## config.mk

```make
export PLATFORM = sky130hd
export DESIGN_NAME = grid_menu_cursor
export DESIGN_NICKNAME = d
export VERILOG_FILES = /design/src/sv/gmc_pkg.sv /design/src/sv/gmc_regs.sv /design/src/sv/gmc_div.sv /design/src/sv/grid_menu_cursor.sv
export SDC_FILE = /design/constraint.sdc
export NUM_CORES = 1
export LEC_CHECK = 0
export BUFFER_PORTS_ARGS = -buffer_cell sky130_fd_sc_hd__buf_2
export CAP_MARGIN = 20
export CORE_MARGIN = 2
export CORE_UTILIZATION = 25
export DETAILED_ROUTE_END_ITERATION = 10
export GPL_TIMING_DRIVEN = 0
export HOLD_SLACK_MARGIN = 0.12
export PLACE_DENSITY_LB_ADDON = 0.05
export SYNTH_ARGS = -nofsm -noshare
export SYNTH_HDL_FRONTEND = slang
export SYNTH_HIERARCHICAL = 1
export SYNTH_SLANG_ARGS = --single-unit
```

## constraint.sdc

```tcl
create_clock -name clk_i -period 11.42 [get_ports clk_i]
set_input_delay 2.284 -clock clk_i [delete_from_list [all_inputs] [get_ports clk_i]]
set_output_delay 2.284 -clock clk_i [all_outputs]
set_load 0.005 [all_outputs]
```

## src/sv/gmc_pkg.sv

```systemverilog
package gmc_pkg;

  localparam int CNT_W     = 9;
  localparam int COL_W     = 5;
  localparam int VIS_W     = 7;
  localparam int OP_W      = 3;
  localparam int TGT_W     = 9;
  localparam int IDX_W     = 10;
  localparam int ROW_W     = 9;
  localparam int ARITH_W   = 14;
  localparam int VC_W      = COL_W + VIS_W;
  localparam int DVD_W     = 10;
  localparam int DVS_W     = COL_W;
  localparam int EV_W      = 2;
  localparam int ADDR_W    = 4;
  localparam int DATA_W    = 32;
  localparam int OUT_IDX_W = 9;
  localparam int OUT_TOP_W = 8;
  localparam int OUT_ROW_W = 8;
  localparam int OUT_COL_W = 4;

  localparam int DEF_MAX_ITEMS   = 256;
  localparam int DEF_MAX_COLS    = 16;
  localparam int DEF_MAX_VISIBLE = 64;

  localparam logic signed [IDX_W-1:0] IDX_NONE = '1;

  typedef enum logic [OP_W-1:0] {
    OP_SET,
    OP_DOWN,
    OP_UP,
    OP_RIGHT,
    OP_LEFT,
    OP_PAGE_DOWN,
    OP_PAGE_UP,
    OP_REFRESH
  } op_e;

  typedef enum logic [1:0] {
    REG_ITEM_COUNT,
    REG_COLUMN_COUNT,
    REG_VISIBLE_ROWS
  } reg_e;

  typedef enum logic [3:0] {
    ST_IDLE,
    ST_LR_START,
    ST_LR_WAIT,
    ST_RC_START,
    ST_RC_WAIT,
    ST_OP,
    ST_PUT,
    ST_PRC_START,
    ST_PRC_WAIT,
    ST_PKV,
    ST_WRAP2,
    ST_FINAL,
    ST_DONE
  } state_e;

  typedef struct packed {
    logic [CNT_W-1:0] n_items;
    logic [COL_W-1:0] n_cols;
    logic [VIS_W-1:0] n_vis;
  } cfg_t;

  typedef struct packed {
    logic             start;
    logic [DVD_W-1:0] dividend;
    logic [DVS_W-1:0] divisor;
  } div_req_t;

  typedef struct packed {
    logic             done;
    logic [DVD_W-1:0] quot;
    logic [DVS_W-1:0] rem;
  } div_res_t;

endpackage

```

## src/sv/gmc_regs.sv

```systemverilog
module gmc_regs
  import gmc_pkg::*;
#(
  parameter int MAX_ITEMS   = DEF_MAX_ITEMS,
  parameter int MAX_COLS    = DEF_MAX_COLS,
  parameter int MAX_VISIBLE = DEF_MAX_VISIBLE
) (
  input  logic              clk_i,
  input  logic              rst_ni,
  input  logic              psel,
  input  logic              penable,
  input  logic              pwrite,
  input  logic [ADDR_W-1:0] paddr,
  input  logic [DATA_W-1:0] pwdata,
  output logic [DATA_W-1:0] prdata,
  output cfg_t              cfg_o
);

  logic [CNT_W-1:0] item_count_q;
  logic [COL_W-1:0] column_count_q;
  logic [VIS_W-1:0] visible_rows_q;
  logic             wr_en;
  reg_e             reg_sel;

  assign wr_en   = psel && penable && pwrite;
  assign reg_sel = reg_e'(paddr[ADDR_W-1:2]);

  always_ff @(posedge clk_i or negedge rst_ni) begin
    if (!rst_ni) begin
      item_count_q   <= '0;
      column_count_q <= COL_W'(1);
      visible_rows_q <= VIS_W'(1);
    end else if (wr_en) begin
      case (reg_sel)
        REG_ITEM_COUNT:   item_count_q   <= pwdata[CNT_W-1:0];
        REG_COLUMN_COUNT: column_count_q <= pwdata[COL_W-1:0];
        REG_VISIBLE_ROWS: visible_rows_q <= pwdata[VIS_W-1:0];
        default: ;
      endcase
    end
  end

  always_comb begin
    case (reg_sel)
      REG_ITEM_COUNT:   prdata = DATA_W'(item_count_q);
      REG_COLUMN_COUNT: prdata = DATA_W'(column_count_q);
      REG_VISIBLE_ROWS: prdata = DATA_W'(visible_rows_q);
      default:          prdata = '0;
    endcase
  end

  always_comb begin
    if (int'(item_count_q) > MAX_ITEMS) begin
      cfg_o.n_items = CNT_W'(MAX_ITEMS);
    end else begin
      cfg_o.n_items = item_count_q;
    end
    if (column_count_q == '0) begin
      cfg_o.n_cols = COL_W'(1);
    end else if (int'(column_count_q) > MAX_COLS) begin
      cfg_o.n_cols = COL_W'(MAX_COLS);
    end else begin
      cfg_o.n_cols = column_count_q;
    end
    if (visible_rows_q == '0) begin
      cfg_o.n_vis = VIS_W'(1);
    end else if (int'(visible_rows_q) > MAX_VISIBLE) begin
      cfg_o.n_vis = VIS_W'(MAX_VISIBLE);
    end else begin
      cfg_o.n_vis = visible_rows_q;
    end
  end

endmodule

```

## src/sv/gmc_div.sv

```systemverilog
module gmc_div
  import gmc_pkg::*;
(
  input  logic     clk_i,
  input  logic     rst_ni,
  input  div_req_t req_i,
  output div_res_t res_o
);

  localparam int STEP_W = $clog2(DVD_W + 1);

  logic              busy_q;
  logic              done_q;
  logic [STEP_W-1:0] step_q;
  logic [DVD_W-1:0]  quo_q;
  logic [DVD_W-1:0]  quo_d;
  logic [DVS_W-1:0]  rem_q;
  logic [DVS_W-1:0]  rem_d;
  logic [DVS_W-1:0]  dvs_q;
  logic [DVS_W:0]    shift_w;
  logic              fits_w;

  // One quotient bit per cycle, restoring form.
  always_comb begin
    shift_w = {rem_q, quo_q[DVD_W-1]};
    fits_w  = shift_w >= {1'b0, dvs_q};
    if (fits_w) begin
      rem_d = DVS_W'(shift_w - {1'b0, dvs_q});
    end else begin
      rem_d = DVS_W'(shift_w);
    end
    quo_d = {quo_q[DVD_W-2:0], fits_w};
  end

  always_ff @(posedge clk_i or negedge rst_ni) begin
    if (!rst_ni) begin
      busy_q <= 1'b0;
      done_q <= 1'b0;
      step_q <= '0;
    end else begin
      done_q <= 1'b0;
      if (req_i.start) begin
        busy_q <= 1'b1;
        step_q <= STEP_W'(DVD_W);
      end else if (busy_q) begin
        step_q <= step_q - STEP_W'(1);
        if (step_q == STEP_W'(1)) begin
          busy_q <= 1'b0;
          done_q <= 1'b1;
        end
      end
    end
  end

  always_ff @(posedge clk_i) begin
    if (req_i.start) begin
      quo_q <= req_i.dividend;
      rem_q <= '0;
      dvs_q <= req_i.divisor;
    end else if (busy_q) begin
      quo_q <= quo_d;
      rem_q <= rem_d;
    end
  end

  assign res_o.done = done_q;
  assign res_o.quot = quo_q;
  assign res_o.rem  = rem_q;

endmodule

```

## src/sv/grid_menu_cursor.sv

```systemverilog
// Each input beat runs two divider passes, for the last row and for the cursor row and
// column, then one more divider pass per index update; a wrap to the start of a row adds
// another index update. Items are taken one at a time; the next item is taken once the
// result sits in the output register, and a stalled result holds the next item at its
// final state. Reset (asynchronous, active low): no selection, top row zero, list marked
// empty, item count 0, column count 1, visible rows 1, output empty.
module grid_menu_cursor
  import gmc_pkg::*;
#(
  parameter int MAX_ITEMS   = DEF_MAX_ITEMS,
  parameter int MAX_COLS    = DEF_MAX_COLS,
  parameter int MAX_VISIBLE = DEF_MAX_VISIBLE
) (
  input  logic                        clk_i,
  input  logic                        rst_ni,
  input  logic                        psel,
  input  logic                        penable,
  input  logic                        pwrite,
  input  logic [ADDR_W-1:0]           paddr,
  input  logic [DATA_W-1:0]           pwdata,
  output logic [DATA_W-1:0]           prdata,
  output logic                        pready,
  input  logic                        in_valid_i,
  output logic                        in_ready_o,
  input  logic [OP_W-1:0]             operation_i,
  input  logic                        wrap_i,
  input  logic signed [TGT_W-1:0]     target_index_i,
  output logic                        out_valid_o,
  input  logic                        out_ready_i,
  output logic signed [OUT_IDX_W-1:0] cursor_now_o,
  output logic [OUT_TOP_W-1:0]        scroll_top_o,
  output logic [OUT_ROW_W-1:0]        cursor_row_o,
  output logic [OUT_COL_W-1:0]        cursor_col_o,
  output logic [EV_W-1:0]             select_events_o
);

  localparam logic signed [ARITH_W-1:0] ONE_S  = ARITH_W'(1);
  localparam logic signed [ARITH_W-1:0] ZERO_S = '0;
  localparam logic signed [ARITH_W-1:0] NONE_S = '1;

  cfg_t     cfg;
  div_req_t div_req;
  div_res_t div_res;

  state_e state_q, state_d;
  op_e    op_q, op_d;
  logic   wrap_q, wrap_d;
  logic signed [TGT_W-1:0]   tgt_q, tgt_d;
  logic signed [IDX_W-1:0]   idx_q, idx_d;
  logic [ROW_W-1:0]          top_q, top_d;
  logic                      lwe_q, lwe_d;
  logic [EV_W-1:0]           ev_q, ev_d;
  logic [ROW_W-1:0]          row_q, row_d;
  logic [DVS_W-1:0]          col_q, col_d;
  logic [ROW_W-1:0]          lr_q, lr_d;
  logic [ROW_W-1:0]          hi_q, hi_d;
  logic [VC_W-1:0]           vc_q, vc_d;
  logic signed [ARITH_W-1:0] put_q, put_d;
  logic                      stage2_q, stage2_d;

  logic                        out_valid_q, out_valid_d;
  logic signed [OUT_IDX_W-1:0] out_idx_q, out_idx_d;
  logic [OUT_TOP_W-1:0]        out_top_q, out_top_d;
  logic [OUT_ROW_W-1:0]        out_row_q, out_row_d;
  logic [OUT_COL_W-1:0]        out_col_q, out_col_d;
  logic [EV_W-1:0]             out_ev_q, out_ev_d;

  logic signed [ARITH_W-1:0] n_s, c_s, idx_s, row_s, col_s, lr_s, vc_s;
  logic signed [ARITH_W-1:0] rc_s, lim_s, lastc_s, prc_s, plim_s, plast_s;
  logic signed [ARITH_W-1:0] pdn_s, pup_s, hi_s, clamp_s, op_tgt;
  logic                      n_zero, c_one, fresh, out_free;
  logic                      op_put, op_wrap2, op_stage2;
  logic [ROW_W:0]            top_plus_v;
  logic [ROW_W-1:0]          row_m_v, kv_top;
  logic                      row_lo, row_hi;

  gmc_regs #(
    .MAX_ITEMS  (MAX_ITEMS),
    .MAX_COLS   (MAX_COLS),
    .MAX_VISIBLE(MAX_VISIBLE)
  ) u_regs (
    .clk_i  (clk_i),
    .rst_ni (rst_ni),
    .psel   (psel),
    .penable(penable),
    .pwrite (pwrite),
    .paddr  (paddr),
    .pwdata (pwdata),
    .prdata (prdata),
    .cfg_o  (cfg)
  );

  gmc_div u_div (
    .clk_i (clk_i),
    .rst_ni(rst_ni),
    .req_i (div_req),
    .res_o (div_res)
  );

  assign pready     = 1'b1;
  assign in_ready_o = (state_q == ST_IDLE);
  assign out_free   = !out_valid_q || out_ready_i;

  assign n_s    = signed'(ARITH_W'(cfg.n_items));
  assign c_s    = signed'(ARITH_W'(cfg.n_cols));
  assign idx_s  = ARITH_W'(idx_q);
  assign row_s  = signed'(ARITH_W'(row_q));
  assign col_s  = signed'(ARITH_W'(col_q));
  assign lr_s   = signed'(ARITH_W'(lr_q));
  assign vc_s   = signed'(ARITH_W'(vc_q));
  assign n_zero = (cfg.n_items == '0);
  assign c_one  = (cfg.n_cols == COL_W'(1));
  assign fresh  = lwe_q && idx_q[IDX_W-1];

  // Start of the current row is index minus column; without a selection it is row zero.
  always_comb begin
    rc_s    = idx_q[IDX_W-1] ? ZERO_S : (idx_s - col_s);
    lim_s   = n_s - rc_s;
    lastc_s = ((c_s < lim_s) ? c_s : lim_s) - ONE_S;
    prc_s   = rc_s - c_s;
    plim_s  = n_s - prc_s;
    plast_s = ((c_s < plim_s) ? c_s : plim_s) - ONE_S;
    pdn_s   = idx_s + vc_s;
    pup_s   = idx_s - vc_s;
    hi_s    = n_s - ONE_S;
    if (put_q > hi_s) begin
      clamp_s = hi_s;
    end else if (put_q < NONE_S) begin
      clamp_s = NONE_S;
    end else begin
      clamp_s = put_q;
    end
  end

  // Scroll so that the cursor row stays inside the window, then limit to the last top row.
  always_comb begin
    top_plus_v = {1'b0, top_q} + (ROW_W + 1)'(cfg.n_vis);
    row_lo     = row_q < top_q;
    row_hi     = {1'b0, row_q} >= top_plus_v;
    row_m_v    = row_q - ROW_W'(cfg.n_vis) + ROW_W'(1);
    if (row_lo) begin
      kv_top = (row_q > hi_q) ? hi_q : row_q;
    end else if (row_hi) begin
      kv_top = (row_m_v > hi_q) ? hi_q : row_m_v;
    end else begin
      kv_top = top_q;
    end
  end

  always_comb begin
    op_put    = 1'b0;
    op_wrap2  = 1'b0;
    op_stage2 = 1'b0;
    op_tgt    = idx_s;
    case (op_q)
      OP_SET: begin
        op_put = 1'b1;
        op_tgt = ARITH_W'(tgt_q);
      end
      OP_DOWN: begin
        if (!n_zero) begin
          if (row_s < lr_s) begin
            op_put = 1'b1;
            op_tgt = idx_s + c_s;
          end else if (wrap_q && c_one) begin
            op_put = 1'b1;
            op_tgt = ZERO_S;
          end
        end
      end
      OP_UP: begin
        if (!n_zero) begin
          if (row_q != '0) begin
            op_put = 1'b1;
            op_tgt = idx_s - c_s;
          end else if (wrap_q && c_one) begin
            op_put = 1'b1;
            op_tgt = hi_s;
          end
        end
      end
      OP_RIGHT: begin
        if (!c_one) begin
          if (col_s < lastc_s) begin
            op_put = 1'b1;
            op_tgt = idx_s + ONE_S;
          end else if (wrap_q) begin
            if (!n_zero && (row_s < lr_s)) begin
              op_put    = 1'b1;
              op_stage2 = 1'b1;
              op_tgt    = idx_s + c_s;
            end else begin
              op_wrap2 = 1'b1;
            end
          end
        end
      end
      OP_LEFT: begin
        if (!c_one) begin
          if (col_q != '0) begin
            op_put = 1'b1;
            op_tgt = idx_s - ONE_S;
          end else if (wrap_q && (row_q != '0)) begin
            op_put = 1'b1;
            op_tgt = prc_s + plast_s;
          end
        end
      end
      OP_PAGE_DOWN: begin
        if (!n_zero) begin
          op_put = 1'b1;
          op_tgt = (pdn_s < n_s) ? pdn_s : hi_s;
        end
      end
      OP_PAGE_UP: begin
        if (!n_zero) begin
          op_put = 1'b1;
          op_tgt = (pup_s >= ZERO_S) ? pup_s : ZERO_S;
        end
      end
      OP_REFRESH: begin
        if (!n_zero) begin
          op_put = 1'b1;
          op_tgt = fresh ? ZERO_S : idx_s;
        end
      end
      default: ;
    endcase
  end

  always_comb begin
    div_req.start    = (state_q == ST_LR_START) || (state_q == ST_RC_START) ||
                       (state_q == ST_PRC_START);
    div_req.divisor  = cfg.n_cols;
    if (state_q == ST_LR_START) begin
      div_req.dividend = DVD_W'(cfg.n_items) + DVD_W'(cfg.n_cols) - DVD_W'(1);
    end else if (idx_q[IDX_W-1]) begin
      div_req.dividend = '0;
    end else begin
      div_req.dividend = DVD_W'(unsigned'(idx_q));
    end
  end

  always_comb begin
    state_d = state_q;
    case (state_q)
      ST_IDLE:      if (in_valid_i) state_d = ST_LR_START;
      ST_LR_START:  state_d = ST_LR_WAIT;
      ST_LR_WAIT:   if (div_res.done) state_d = ST_RC_START;
      ST_RC_START:  state_d = ST_RC_WAIT;
      ST_RC_WAIT:   if (div_res.done) state_d = ST_OP;
      ST_OP: begin
        if (op_put) begin
          state_d = ST_PUT;
        end else if (op_wrap2) begin
          state_d = ST_WRAP2;
        end else begin
          state_d = ST_FINAL;
        end
      end
      ST_PUT:       state_d = ST_PRC_START;
      ST_PRC_START: state_d = ST_PRC_WAIT;
      ST_PRC_WAIT:  if (div_res.done) state_d = ST_PKV;
      ST_PKV:       state_d = stage2_q ? ST_WRAP2 : ST_FINAL;
      ST_WRAP2:     state_d = (idx_s < n_s) ? ST_PUT : ST_FINAL;
      ST_FINAL:     state_d = ST_DONE;
      ST_DONE:      if (out_free) state_d = ST_IDLE;
      default:      state_d = ST_IDLE;
    endcase
  end

  always_comb begin
    op_d        = op_q;
    wrap_d      = wrap_q;
    tgt_d       = tgt_q;
    idx_d       = idx_q;
    top_d       = top_q;
    lwe_d       = lwe_q;
    ev_d        = ev_q;
    row_d       = row_q;
    col_d       = col_q;
    lr_d        = lr_q;
    hi_d        = hi_q;
    vc_d        = vc_q;
    put_d       = put_q;
    stage2_d    = stage2_q;
    out_valid_d = out_valid_q && !out_ready_i;
    out_idx_d   = out_idx_q;
    out_top_d   = out_top_q;
    out_row_d   = out_row_q;
    out_col_d   = out_col_q;
    out_ev_d    = out_ev_q;
    case (state_q)
      ST_IDLE: begin
        if (in_valid_i) begin
          op_d     = op_e'(operation_i);
          wrap_d   = wrap_i;
          tgt_d    = target_index_i;
          ev_d     = '0;
          stage2_d = 1'b0;
          vc_d     = VC_W'(cfg.n_vis) * VC_W'(cfg.n_cols);
        end
      end
      ST_LR_WAIT: begin
        if (div_res.done) begin
          lr_d = ROW_W'(div_res.quot - DVD_W'(1));
          if (!n_zero && (div_res.quot > DVD_W'(cfg.n_vis))) begin
            hi_d = ROW_W'(div_res.quot - DVD_W'(cfg.n_vis));
          end else begin
            hi_d = '0;
          end
        end
      end
      ST_RC_WAIT, ST_PRC_WAIT: begin
        if (div_res.done) begin
          row_d = ROW_W'(div_res.quot);
          col_d = div_res.rem;
        end
      end
      ST_OP: begin
        if (op_put) begin
          put_d    = op_tgt;
          stage2_d = op_stage2;
        end
        if (op_q == OP_REFRESH) begin
          if (n_zero) begin
            idx_d = IDX_NONE;
            top_d = '0;
            lwe_d = 1'b1;
            row_d = '0;
            col_d = '0;
          end else begin
            lwe_d = 1'b0;
            if (fresh) idx_d = '0;
          end
        end
      end
      ST_PUT: begin
        idx_d = IDX_W'(clamp_s);
        if (IDX_W'(clamp_s) != idx_q) ev_d = ev_q + EV_W'(1);
      end
      ST_PKV: begin
        if ((op_q == OP_REFRESH) && (kv_top > hi_q)) begin
          top_d = hi_q;
        end else begin
          top_d = kv_top;
        end
      end
      ST_WRAP2: begin
        stage2_d = 1'b0;
        put_d    = rc_s;
      end
      ST_FINAL: begin
        top_d = kv_top;
      end
      ST_DONE: begin
        if (out_free) begin
          out_valid_d = 1'b1;
          out_idx_d   = OUT_IDX_W'(idx_q);
          out_top_d   = OUT_TOP_W'(top_q);
          out_row_d   = OUT_ROW_W'(row_q);
          out_col_d   = OUT_COL_W'(col_q);
          out_ev_d    = ev_q;
        end
      end
      default: ;
    endcase
  end

  always_ff @(posedge clk_i or negedge rst_ni) begin
    if (!rst_ni) begin
      state_q     <= ST_IDLE;
      idx_q       <= IDX_NONE;
      top_q       <= '0;
      lwe_q       <= 1'b1;
      ev_q        <= '0;
      stage2_q    <= 1'b0;
      out_valid_q <= 1'b0;
    end else begin
      state_q     <= state_d;
      idx_q       <= idx_d;
      top_q       <= top_d;
      lwe_q       <= lwe_d;
      ev_q        <= ev_d;
      stage2_q    <= stage2_d;
      out_valid_q <= out_valid_d;
    end
  end

  always_ff @(posedge clk_i) begin
    op_q      <= op_d;
    wrap_q    <= wrap_d;
    tgt_q     <= tgt_d;
    row_q     <= row_d;
    col_q     <= col_d;
    lr_q      <= lr_d;
    hi_q      <= hi_d;
    vc_q      <= vc_d;
    put_q     <= put_d;
    out_idx_q <= out_idx_d;
    out_top_q <= out_top_d;
    out_row_q <= out_row_d;
    out_col_q <= out_col_d;
    out_ev_q  <= out_ev_d;
  end

  assign out_valid_o     = out_valid_q;
  assign cursor_now_o    = out_idx_q;
  assign scroll_top_o    = out_top_q;
  assign cursor_row_o    = out_row_q;
  assign cursor_col_o    = out_col_q;
  assign select_events_o = out_ev_q;

`ifndef ASSERT_OFF
  a_busy_after_accept: assert property (@(posedge clk_i) disable iff (!rst_ni)
    in_valid_i && in_ready_o |=> !in_ready_o)
    else $error("block stayed ready after taking a beat");

  a_event_count: assert property (@(posedge clk_i) disable iff (!rst_ni)
    out_valid_o |-> select_events_o != 2'd3)
    else $error("more than two selection changes in one step");

  a_index_floor: assert property (@(posedge clk_i) disable iff (!rst_ni)
    !idx_q[IDX_W-1] || idx_q == IDX_NONE)
    else $error("cursor index below minus one");

  a_div_done_state: assert property (@(posedge clk_i) disable iff (!rst_ni)
    div_res.done |-> state_q == ST_LR_WAIT || state_q == ST_RC_WAIT ||
                     state_q == ST_PRC_WAIT)
    else $error("divider finished outside a wait state");

  a_result_loaded: assert property (@(posedge clk_i) disable iff (!rst_ni)
    state_q == ST_DONE && (!out_valid_q || out_ready_i) |=> out_valid_o && in_ready_o)
    else $error("finished result not moved to the output register");
`endif

endmodule

```

======== Yosys cells after proc, flatten, opt, wreduce, memory -nomap -nowiden ========
Index checks and enable logic that the tools add are counted.
Widths: inputs -> output; s select.
word-level totals
  output and inout bits ................... 66
  bits in registers ....................... 177
  input port bits ......................... 56
operators by class
  reductions and logical operators ........ 46
  eq/ne operators ......................... 35
  add/subtract/negate cells ............... 24
  mux-type cells .......................... 105
  multiply operators ...................... 1
  order comparisons ....................... 19
operators by type and width
  cell                   number
  $mux 14                23
  $pmux 14 s8            1
  $mux 9                 10
  $mux 10                8
  $pmux 9 s3             2
  $pmux 4 s13            1
  $lt 6x14->1            3
  $mux 4                 9
  $mux 1                 34
  $mux 5                 6
  $pmux 14 s2            1
  $sub 10x14->14         2
  $sub 14x2->14 const B  2
  $gt 9x9->1             3
  $sub 10x6->11          2
  $eq 4x4->1 const B     5
  $pmux 10 s2            1
  $lt 9x9->1             2
  $pmux 9 s2             1
  $sub 9x7->9            2
  $eq 4x3->1 const B     4
  $reduce_and 2->1       8
  $add 10x13->14         1
  $add 14x14->14         1
  62 further kinds       98

======== Longest topological paths before layout ========
Gate-level depths: netlist of run 1.
  depth after elaboration ................. 15
  mapped depth ............................ 41

======== Hierarchy ========
The synthesis of run 1 kept the hierarchy.
modules (own cells, without submodules)
  module            area each (um2)  cells an instance  instances
  grid_menu_cursor  16,593.4         2,020              1
  gmc_div           1,348.8          113                1
  gmc_regs          1,292.5          123                1

======== Worst setup path after synthesis of run 1 ========
OpenSTA, ideal clock, no wires.
  kind .................................... flip-flop to flip-flop
  start ................................... reg idx_q[0]
  end ..................................... reg put_q[12], data pin
  path buffers ............................ 1
  slack ................................... 3.537 ns
  clock period less this slack ............ 7.883 ns
  data arrival time ....................... 7.618 ns
  library setup time ...................... 0.265 ns
  cell stages (with the launch flop) ...... 39
  cells stage by stage .................... dfstp_2 clkbuf_1 inv_1 ha_1 inv_1 fa_1 nand2_1 inv_1 fa_1 a21o_1 a21oi_1 nor2b_1 nor3_1 xnor2_1 ha_1 or2_2 a21oi_1 a21oi_1 (+3 left out) nand2_1 o21ai_2 mux2_2 ha_1 inv_1 ha_1 a21o_1 a21oi_1 nor2b_1 o21a_1 o21ai_0 o21ai_0 a21o_1 a21oi_1 xor2_1 nand2_1 a32oi_1 a31oi_1
between the ends
  cells in the longest elaborated chain, start to end .. 14
RTL lines
  element                 RTL line                 source
  start, declared         grid_menu_cursor.sv:49   logic signed [IDX_W-1:0] idx_q, idx_d;
  start signal, assigned  grid_menu_cursor.sv:381  idx_q <= idx_d;
  $sub 10x6->11           grid_menu_cursor.sv:117  rc_s = idx_q[IDX_W-1] ? ZERO_S : (idx_s - col_s);
  $mux 14                 grid_menu_cursor.sv:117
  $sub 14x6->14           grid_menu_cursor.sv:120  prc_s = rc_s - c_s;
  $sub 10x14->14          grid_menu_cursor.sv:121  plim_s = n_s - prc_s;
  $lt 6x14->1             grid_menu_cursor.sv:122  plast_s = ((c_s < plim_s) ? c_s : plim_s) - ONE_S;
  $mux 14                 grid_menu_cursor.sv:122
  $sub 14x2->14           grid_menu_cursor.sv:122
  $add 14x14->14          grid_menu_cursor.sv:205  op_tgt = prc_s + plast_s;
  $mux 14                 grid_menu_cursor.sv:203  end else if (wrap_q && (row_q != '0)) begin
  $mux 14                 grid_menu_cursor.sv:200  if (col_q != '0) begin
  $mux 14                 grid_menu_cursor.sv:199  if (!c_one) begin
  $pmux 14 s8             grid_menu_cursor.sv:155  case (op_q)
  $mux 14                 grid_menu_cursor.sv:321  if (op_put) begin
  $pmux 14 s2 (*)         grid_menu_cursor.sv:293  case (state_q)
  named net put_d[12]     grid_menu_cursor.sv:58   logic signed [ARITH_W-1:0] put_q, put_d;
  end signal, assigned    grid_menu_cursor.sv:399  put_q <= put_d;
  end, declared           grid_menu_cursor.sv:58
Mark *: on every way through the listed nets, which the timed path passes. The rest lies on a longest branch. The select of a mux whose other input is x is not followed.
A chain may end at the register's enable or synchronous reset.

======== Worst setup path after layout of run 1 ========
  start ................................... reg idx_q[0]
  end ..................................... reg put_q[0] (enable)
between the ends
  cells in the longest elaborated chain, start to end .. 12
RTL lines
  element                                RTL line                 source
  $sub 10x6->11 (*)                      grid_menu_cursor.sv:117
  $mux 14 (*)                            grid_menu_cursor.sv:117
  $sub 10x14->14 (*)                     grid_menu_cursor.sv:118  lim_s = n_s - rc_s;
  $lt 6x14->1                            grid_menu_cursor.sv:119  lastc_s = ((c_s < lim_s) ? c_s : lim_s) - ONE_S;
  $mux 14 (*)                            grid_menu_cursor.sv:119
  $sub 14x2->14 (*)                      grid_menu_cursor.sv:119
  $lt 6x14->1 (*)                        grid_menu_cursor.sv:184  if (col_s < lastc_s) begin
  $mux 1 (*)                             grid_menu_cursor.sv:184
  $mux 1 (*)                             grid_menu_cursor.sv:183  if (!c_one) begin
  $pmux 1 s6 (*)                         grid_menu_cursor.sv:155
  $ne 2x2->1 (no source line) (*)        --
  $reduce_and 2->1 (no source line) (*)  --
Every way passes the cells marked *; elsewhere a longest branch is shown, timed or not.

==> impl_results.rst, run 1 <==
.. list-table::
   :header-rows: 1

   * - Metric
     - Value
   * - Wire length of the first global-routing pass
     - 115,000 um
   * - Global Route Usage Sum
     - 0.200
   * - Library cell with the largest summed area after synthesis
     - sky130_fd_sc_hd__edfxtp_1
   * - Die boundary height
     - ~280 um
   * - Status
     - completed
   * - Highest cell delay on the worst timing path
     - roughly 800 ps
   * - Capture point of the worst path
     - put_q[0]
   * - Period utilisation layout
     - 0.929
   * - Clock sink count
     - between 150 and 200
   * - Starting utilization of the core area
     - 0.253
   * - Number of rows in the core area
     - 101
   * - Post-synthesis average cell area
     - ~8.5 um2
   * - Number of buffers created by CTS
     - 17
   * - Routed length on met3
     - 2880 um
   * - Clock tree from TritonCTS
     - yes
   * - Overflow after GRT
     - 0
   * - Smallest setup slack after layout
     - 812 ps
   * - Count of max-cap constraint violations
     - 0
   * - Number of nets still failing antenna checks after routing
     - 0
   * - Type of destination of the critical path
     - flip-flop
   * - Total negative slack for setup checks
     - 0 ps
   * - Class of the tightest hold or removal check
     - flip-flop to flip-flop
   * - Met1 WL
     - between 30,000 and 40,000 um
   * - Share of post-route cells with drive strength above 1
     - 0.101
   * - Post-route cell area
     - 21,700 um2
   * - Chip width
     - 281 um
   * - Unrepaired setup endpoints after global routing
     - no
   * - Number of global-route vias before repair
     - 17,000
   * - Total Nets Final
     - ~2,700
   * - Core region area
     - 76,100 um2
   * - Worst path bufs/invs
     - 5
   * - Number of design-rule violations left by the first detailed-router iteration
     - approximately 1,200
   * - Total DRC errors in the routed layout
     - 0
   * - Final weighted congestion in routability-driven placement
     - just over 0.9
   * - Launching element type of the critical path
     - flip-flop
   * - Number of setup buffers added after CTS
     - 0
   * - Number of distinct library cells after synthesis
     - 96
   * - Number of hold violations in the final report
     - 0
   * - Clock Skew
     - between 15 and 20 ps
   * - Post-synth design cell area
     - 19,200 um2
   * - Skew-Pair Late Insertion Delay
     - 500 ps
   * - Root buffer cell
     - sky130_fd_sc_hd__clkbuf_16
   * - Max-slew violation total from the final report
     - 0
   * - Number of H-tree branching levels
     - 4
   * - Drt total wl
     - between 70,000 and 80,000 um
   * - Total via count in the routed design
     - ~17,000
   * - Post-Route Utilization
     - 0.285
   * - Classification of the worst setup path
     - flip-flop to flip-flop
   * - Register bit count reported by yosys
     - 177
   * - Path length in cells of the critical path
     - 36
   * - Synth top area cells
     - sky130_fd_sc_hd__edfxtp_1, sky130_fd_sc_hd__ha_1, sky130_fd_sc_hd__dfrtp_1
   * - Slew Limit Headroom
     - 0.205
   * - Post-place instance area
     - 21,100 um2
   * - EDFF count, synth
     - 117
   * - Origin of the critical flop-to-flop path
     - idx_q[0]
   * - Slowest CP cell
     - sky130_fd_sc_hd__o21ai_0
   * - Synth-to-Final Area Change
     - 12.8%
   * - Clock slew seen by the registers of the worst setup and hold paths
     - 80 ps
   * - Cell repeated most along the worst path
     - sky130_fd_sc_hd__ha_1
   * - Slew at the pin closest to its max-slew limit
     - ~1200 ps
   * - Setup slack at placement
     - 953 ps
   * - Max Buffers Root-to-Sink
     - 2
   * - Pin count of the biggest net entering global routing
     - 52
   * - Async SR Flop Fraction
     - 0.311
   * - Count of boundary I/O pins
     - 122
   * - Port Buffers
     - 72
   * - Critical path origin
     - idx_q[0]
   * - Wire length on met2
     - approximately 37,000 um
   * - Crit path required time
     - 11,510 ps
   * - Proportion of netlist area held by the largest area contributor
     - 0.183
   * - Reg2Reg Depth
     - 36
   * - Share of the yosys chip area belonging to registers
     - 0.260
   * - Worst r2r dst
     - put_q[0]
   * - Final routed wire length divided by cell count
     - 23.0 um
   * - Largest delay share family, worst path
     - compound AO/OA/AOI/OAI gates
   * - Minimum period implied by the final worst setup slack
     - 10,610 ps
   * - Dominant register cell in the synthesized netlist
     - sky130_fd_sc_hd__edfxtp_1
   * - Highest layer used for signal routing
     - met4
   * - Count of instances resized after the clock tree is built
     - 0
   * - Warnings from Yosys
     - 6
   * - Reg2reg setup slack
     - 810 ps
   * - Data arrival, critical path
     - 10,690 ps
   * - Detail-routed via count per cell
     - 5.00
   * - Final setup viols
     - 0
   * - Die ar.
     - 79,200 um2
   * - Hpwl dp
     - 63,500 um
   * - Critical Path Fanout Max
     - 14
   * - # diodes
     - 0
   * - Antenna violations before repair
     - 0
   * - Number of optimization iterations in the first detailed-route pass
     - 6
   * - Achievable frequency
     - 94.3 MHz
   * - Hold buffers post-CTS
     - 0
   * - Number of cells produced by synthesis
     - between 2,000 and 2,500
-- flip-flops by register name, indices dropped and copies added (netlist names), 9 cells and up --
signal / count
vc_q: 12
lr_q: 9
tgt_q: 9
idx_q: 10
cursor_now_o: 9
u_regs/item_count_q: 9
put_q: 14
hi_q: 9
u_div/quo_q: 10
top_q: 9
row_q: 9
-- cells in the mapped netlist (all sizes together) (45+ instances only) --
master and count:
ha 256, inv 196, nor2 193, a21oi 169
nand2 158, o21ai 150, edfxtp 117, xnor2 97
clkbuf 65, nor3 55, nor2b 53, nand3 47
buf 45
-- cell usage in the layout, fill, tap and decap left out, types with 8 or more instances in the layout --
master and instances:
sky130_fd_sc_hd__inv_1 195, sky130_fd_sc_hd__dfrtp_1 42, sky130_fd_sc_hd__edfxtp_1 117, sky130_fd_sc_hd__nor3_1 52
sky130_fd_sc_hd__a22oi_1 21, sky130_fd_sc_hd__mux2i_1 36, sky130_fd_sc_hd__o21a_1 32, sky130_fd_sc_hd__nor2_1 189
sky130_fd_sc_hd__o31ai_1 14, sky130_fd_sc_hd__and2_1 30, sky130_fd_sc_hd__o21ai_0 146, sky130_fd_sc_hd__clkbuf_1 65
sky130_fd_sc_hd__xor2_1 30, sky130_fd_sc_hd__mux2_2 40, sky130_fd_sc_hd__nand4_1 16, sky130_fd_sc_hd__nand2b_1 36
sky130_fd_sc_hd__nor2b_1 53, sky130_fd_sc_hd__dfstp_2 13, sky130_fd_sc_hd__conb_1 24, sky130_fd_sc_hd__clkbuf_16 18
sky130_fd_sc_hd__o22ai_1 17, sky130_fd_sc_hd__fa_1 29, sky130_fd_sc_hd__nand3_1 45, sky130_fd_sc_hd__xnor2_1 97
sky130_fd_sc_hd__a21o_1 44, sky130_fd_sc_hd__nand2_1 158, sky130_fd_sc_hd__ha_1 256, sky130_fd_sc_hd__nor4_1 11
sky130_fd_sc_hd__buf_2 81, sky130_fd_sc_hd__o211ai_1 18, sky130_fd_sc_hd__buf_4 33, sky130_fd_sc_hd__or3_1 20
sky130_fd_sc_hd__a21oi_1 167, sky130_fd_sc_hd__o21bai_1 16, sky130_fd_sc_hd__and3_1 14, sky130_fd_sc_hd__a211oi_1 28
sky130_fd_sc_hd__a211o_1 8, sky130_fd_sc_hd__a31oi_1 29
-- layer usage --
metal	vias up	global-route usage
li1	8308	-
met1	8349	0.279
met2	404	0.333
met3	48	0.0216
met4	0	0.0391
met5	-	0
-- worst register-to-register path: cells and delay by family (launching register included) --
family          cells  cell delay [ps]
flops               1              670
fa+ha+maj           6             1880
xor+xnor            1              180
simple gates        9             2700
mux                 1              210
buf+inv             5             1650
compound gates     14             2920
-- stage by stage --
stage                     hold WS, ps  instances
after global placement            471       3380
after global routing              518       3423
after detailed placement          478       3389
after CTS                         501       3421
final                             496       3423
after floorplan                   448       2278
-- worst min-delay path by stage --
stage	startpoint	end	slack, ps	cells after the start
after global placement	ev_q[1]	select_events_o[1]	470	0
after floorplan	ev_q[1]	select_events_o[1]	450	0
after global routing	ev_q[1]	select_events_o[1]	520	0
after CTS	ev_q[1]	select_events_o[1]	500	0
after detailed placement	ev_q[1]	select_events_o[1]	480	0
final	ev_q[1]	select_events_o[1]	500	0
-- cell type report --
cell class              count  area [um2]
inverters                 198         743
repair buffers             83         492
fillers                  8275       54400
clock inverters            14         130
well taps                1030        1290
plain buffers             110         553
flip-flops and latches    177        5010
clock buffers              18         450
multi-input cells        1793       13000
-- cells by family after synthesis --
family / share of synthesized area
adders and majority gates: 0.197
AOI/OAI and AO/OA: 0.204
and+or+nand+nor: 0.171
muxes: 0.0427
buffers and inverters: 0.0674
xor gates and xnor gates: 0.0578
other: 0.000390
DFF: 0.260
Power of run 1 is left out: the tool's default activity adds up to more than one toggle a clock period on the data nets, which glitch-free logic cannot reach.
==> run 2: changes to the inputs <==
- CORE_UTILIZATION: 25 -> 30
- PLACE_DENSITY_LB_ADDON: 0.05 -> not set
==> run 2 against run 1 <==
  * Fmax is 7.7% higher
  * Hold slack improved by 1.5 ps
  * Routed wire length is 16% lower
  * First-iteration DRC count is 36% higher
  * Via count increased by 0.96%
  * Critical path depth grew 1
  * Non-clock buffer count fell by 3
  * Critical path type unchanged
==> impl_results.rst, run 2 (same netlist as run 1, synthesis figures left out) <==
.. list-table::
   :header-rows: 1

   * - Metric
     - Value
   * - Post-Route Utilization
     - 0.340 (+0.0544)
   * - Root buffer cell
     - sky130_fd_sc_hd__clkbuf_16
   * - Smallest setup slack after layout
     - 1570 ps (+762 ps)
   * - Final setup viols
     - 0 (unchanged)
   * - Pin count of the biggest net entering global routing
     - 56 (+7.7%)
   * - Synth-to-Final Area Change
     - 11.6%
   * - Number of setup buffers added after CTS
     - 0 (unchanged)
   * - Number of rows in the core area
     - 92 (-8.9%)
   * - Crit path required time
     - 11,640 ps (+130 ps)
   * - Chip width
     - 257 um (-8.6%)
   * - Number of H-tree branching levels
     - 4 (unchanged)
   * - Core region area
     - 63,200 um2 (-17%)
   * - Slew Limit Headroom
     - 0.190 (-0.0158)
   * - Wire length of the first global-routing pass
     - 98,800 um (-14%)
   * - Max-slew violation total from the final report
     - 0 (unchanged)
   * - Overflow after GRT
     - 0 (unchanged)
   * - Classification of the worst setup path
     - flip-flop to flip-flop
   * - Count of max-cap constraint violations
     - 0 (unchanged)
   * - Clock Skew
     - 14.0 ps (-3.21 ps)
   * - Max Buffers Root-to-Sink
     - 2 (unchanged)
   * - Reg2reg setup slack
     - 1570 ps (+760 ps)
   * - Starting utilization of the core area
     - 0.304 (+0.0515)
   * - Clock slew seen by the registers of the worst setup and hold paths
     - 80 ps (about the same)
   * - Number of nets still failing antenna checks after routing
     - 0 (unchanged)
   * - Most frequent cells in the layout
     - sky130_fd_sc_hd__ha_1, sky130_fd_sc_hd__inv_1, sky130_fd_sc_hd__nor2_1
   * - Count of instances resized after the clock tree is built
     - 0 (unchanged)
   * - Launching element type of the critical path
     - flip-flop
   * - Number of optimization iterations in the first detailed-route pass
     - 6 (unchanged)
   * - Minimum period implied by the final worst setup slack
     - 9850 ps (-762 ps)
   * - Port Buffers
     - 72 (unchanged)
   * - Drt total wl
     - 66,000 um (-16%)
   * - Total DRC errors in the routed layout
     - 0 (unchanged)
   * - Total negative slack for setup checks
     - 0 ps (unchanged)
   * - Detail-routed via count per cell
     - 5.34 (+6.8%)
   * - # diodes
     - 0 (unchanged)
   * - Final-layout worst hold slack
     - 498 ps (+1.48 ps)
   * - Global Route Usage Sum
     - 0.197 (-0.00284)
   * - Achievable frequency
     - 102 MHz (+7.7%)
   * - Total via count in the routed design
     - 17,300 (+0.96%)
   * - Status
     - completed
   * - Slowest CP cell
     - sky130_fd_sc_hd__dfstp_2
   * - Final routed wire length divided by cell count
     - 20.4 um (-11%)
   * - Die boundary height
     - 257 um (-8.6%)
   * - Share of post-route cells with drive strength above 1
     - 0.0992 (-0.00197)
   * - Hold buffers post-CTS
     - 0 (unchanged)
   * - Critical Path Fanout Max
     - 10 (-4)
   * - Hpwl dp
     - 52,500 um (-17%)
   * - Commonest non-fill, non-tap cell in the layout
     - sky130_fd_sc_hd__ha_1
   * - Type of destination of the critical path
     - flip-flop
   * - Count of boundary I/O pins
     - 122 (unchanged)
   * - Number of design-rule violations left by the first detailed-router iteration
     - 1,629 (+36%)
   * - Number of flip-flops under the largest register name
     - 14 (unchanged)
   * - Data arrival, critical path
     - 10,070 ps (-620 ps)
   * - Worst hold path depth
     - 0 (unchanged)
   * - Clock tree from TritonCTS
     - yes
   * - Number of buffers created by CTS
     - 17 (unchanged)
   * - Period utilisation layout
     - 0.862 (-0.0668)
   * - Final weighted congestion in routability-driven placement
     - 0.993 (+7.1%)
   * - Skew-Pair Late Insertion Delay
     - 500 ps (about the same)
   * - Most flops, register
     - put_q
   * - Clock sink count
     - 177 (unchanged)
   * - Die ar.
     - 66,200 um2 (-16%)
   * - Reg2Reg Depth
     - 37 (+2.8%)
   * - Number of hold violations in the final report
     - 0 (unchanged)
   * - Highest cell delay on the worst timing path
     - 650 ps (-150 ps)
   * - Antenna violations before repair
     - 1 (+1)
   * - Setup slack at placement
     - 1760 ps (+802 ps)
   * - Number of global-route vias before repair
     - 16,300 (-4.5%)
   * - Leading registers by flop count
     - put_q (14), vc_q (12)
   * - Class of the tightest hold or removal check
     - flip-flop to flip-flop
   * - Slew at the pin closest to its max-slew limit
     - 1220 ps (+26.2 ps)
   * - Total Nets Final
     - 2,718 (-0.11%)
   * - Cell repeated most along the worst path
     - sky130_fd_sc_hd__ha_1
   * - Unrepaired setup endpoints after global routing
     - no
## run 2: cell types whose count changed in the layout (fill, tap and decap cells not counted), sizes merged
cell,delta
buf,-2
inv,-4
bufinv,+2
clkinvlp,+2
clkbuf,-1
## run 2: through the flow
step	area [um2]	instances
5_1_grt	21500	3236
3_3_place_gp	20700	3196
3_5_place_dp	20800	3199
6_report	21500	3236
4_1_cts	21400	3231
2_1_floorplan	19300	2278
## run 2: worst max-delay path: cells and delay by family, from the launching register on
family | cells | cell delay (ps)
AOI/OAI and AO/OA | 14 | 2540
xor gates and xnor gates | 3 | 680
adders and majority gates | 6 | 1830
buffers and inverters | 5 | 1490
DFF | 1 | 650
muxes | 1 | 210
and+or+nand+nor | 8 | 2140
## run 2: path summary, 6_finish.rpt
| path | start | endpoint |
|---|---|---|
| min reg2reg | ev_q[1] | select_events_o[1] |
| max reg2reg | idx_q[0] | put_q[6] |
| max in group asynchronous | rst_ni | u_div/step_q[3] |
| min | ev_q[1] | select_events_o[1] |
| max | idx_q[0] | put_q[6] |
| min in group asynchronous | rst_ni | u_regs/item_count_q[6] |
## run 2: area by class of cell
class / count / area (um2)
fillers: 6655 / 41700
multi-input cells: 1793 / 13000
flip-flops and latches: 177 / 5010
well taps: 846 / 1060
inverters: 198 / 743
plain buffers: 110 / 553
repair buffers: 80 / 452
clock buffers: 18 / 429
clock inverters: 14 / 185
## run 2: per-layer routing
| metal | vias to the layer above | track usage | wire length, um |
|---|---|---|---|
| li1 | 8308 | - | - |
| met3 | 116 | 0.0414 | 5750 |
| met2 | 688 | 0.305 | 28900 |
| met4 | 0 | 0.0735 | 2130 |
| met1 | 8162 | 0.269 | 29200 |
| met5 | - | 0 | 0 |
Power of run 2 is left out for the same reason.
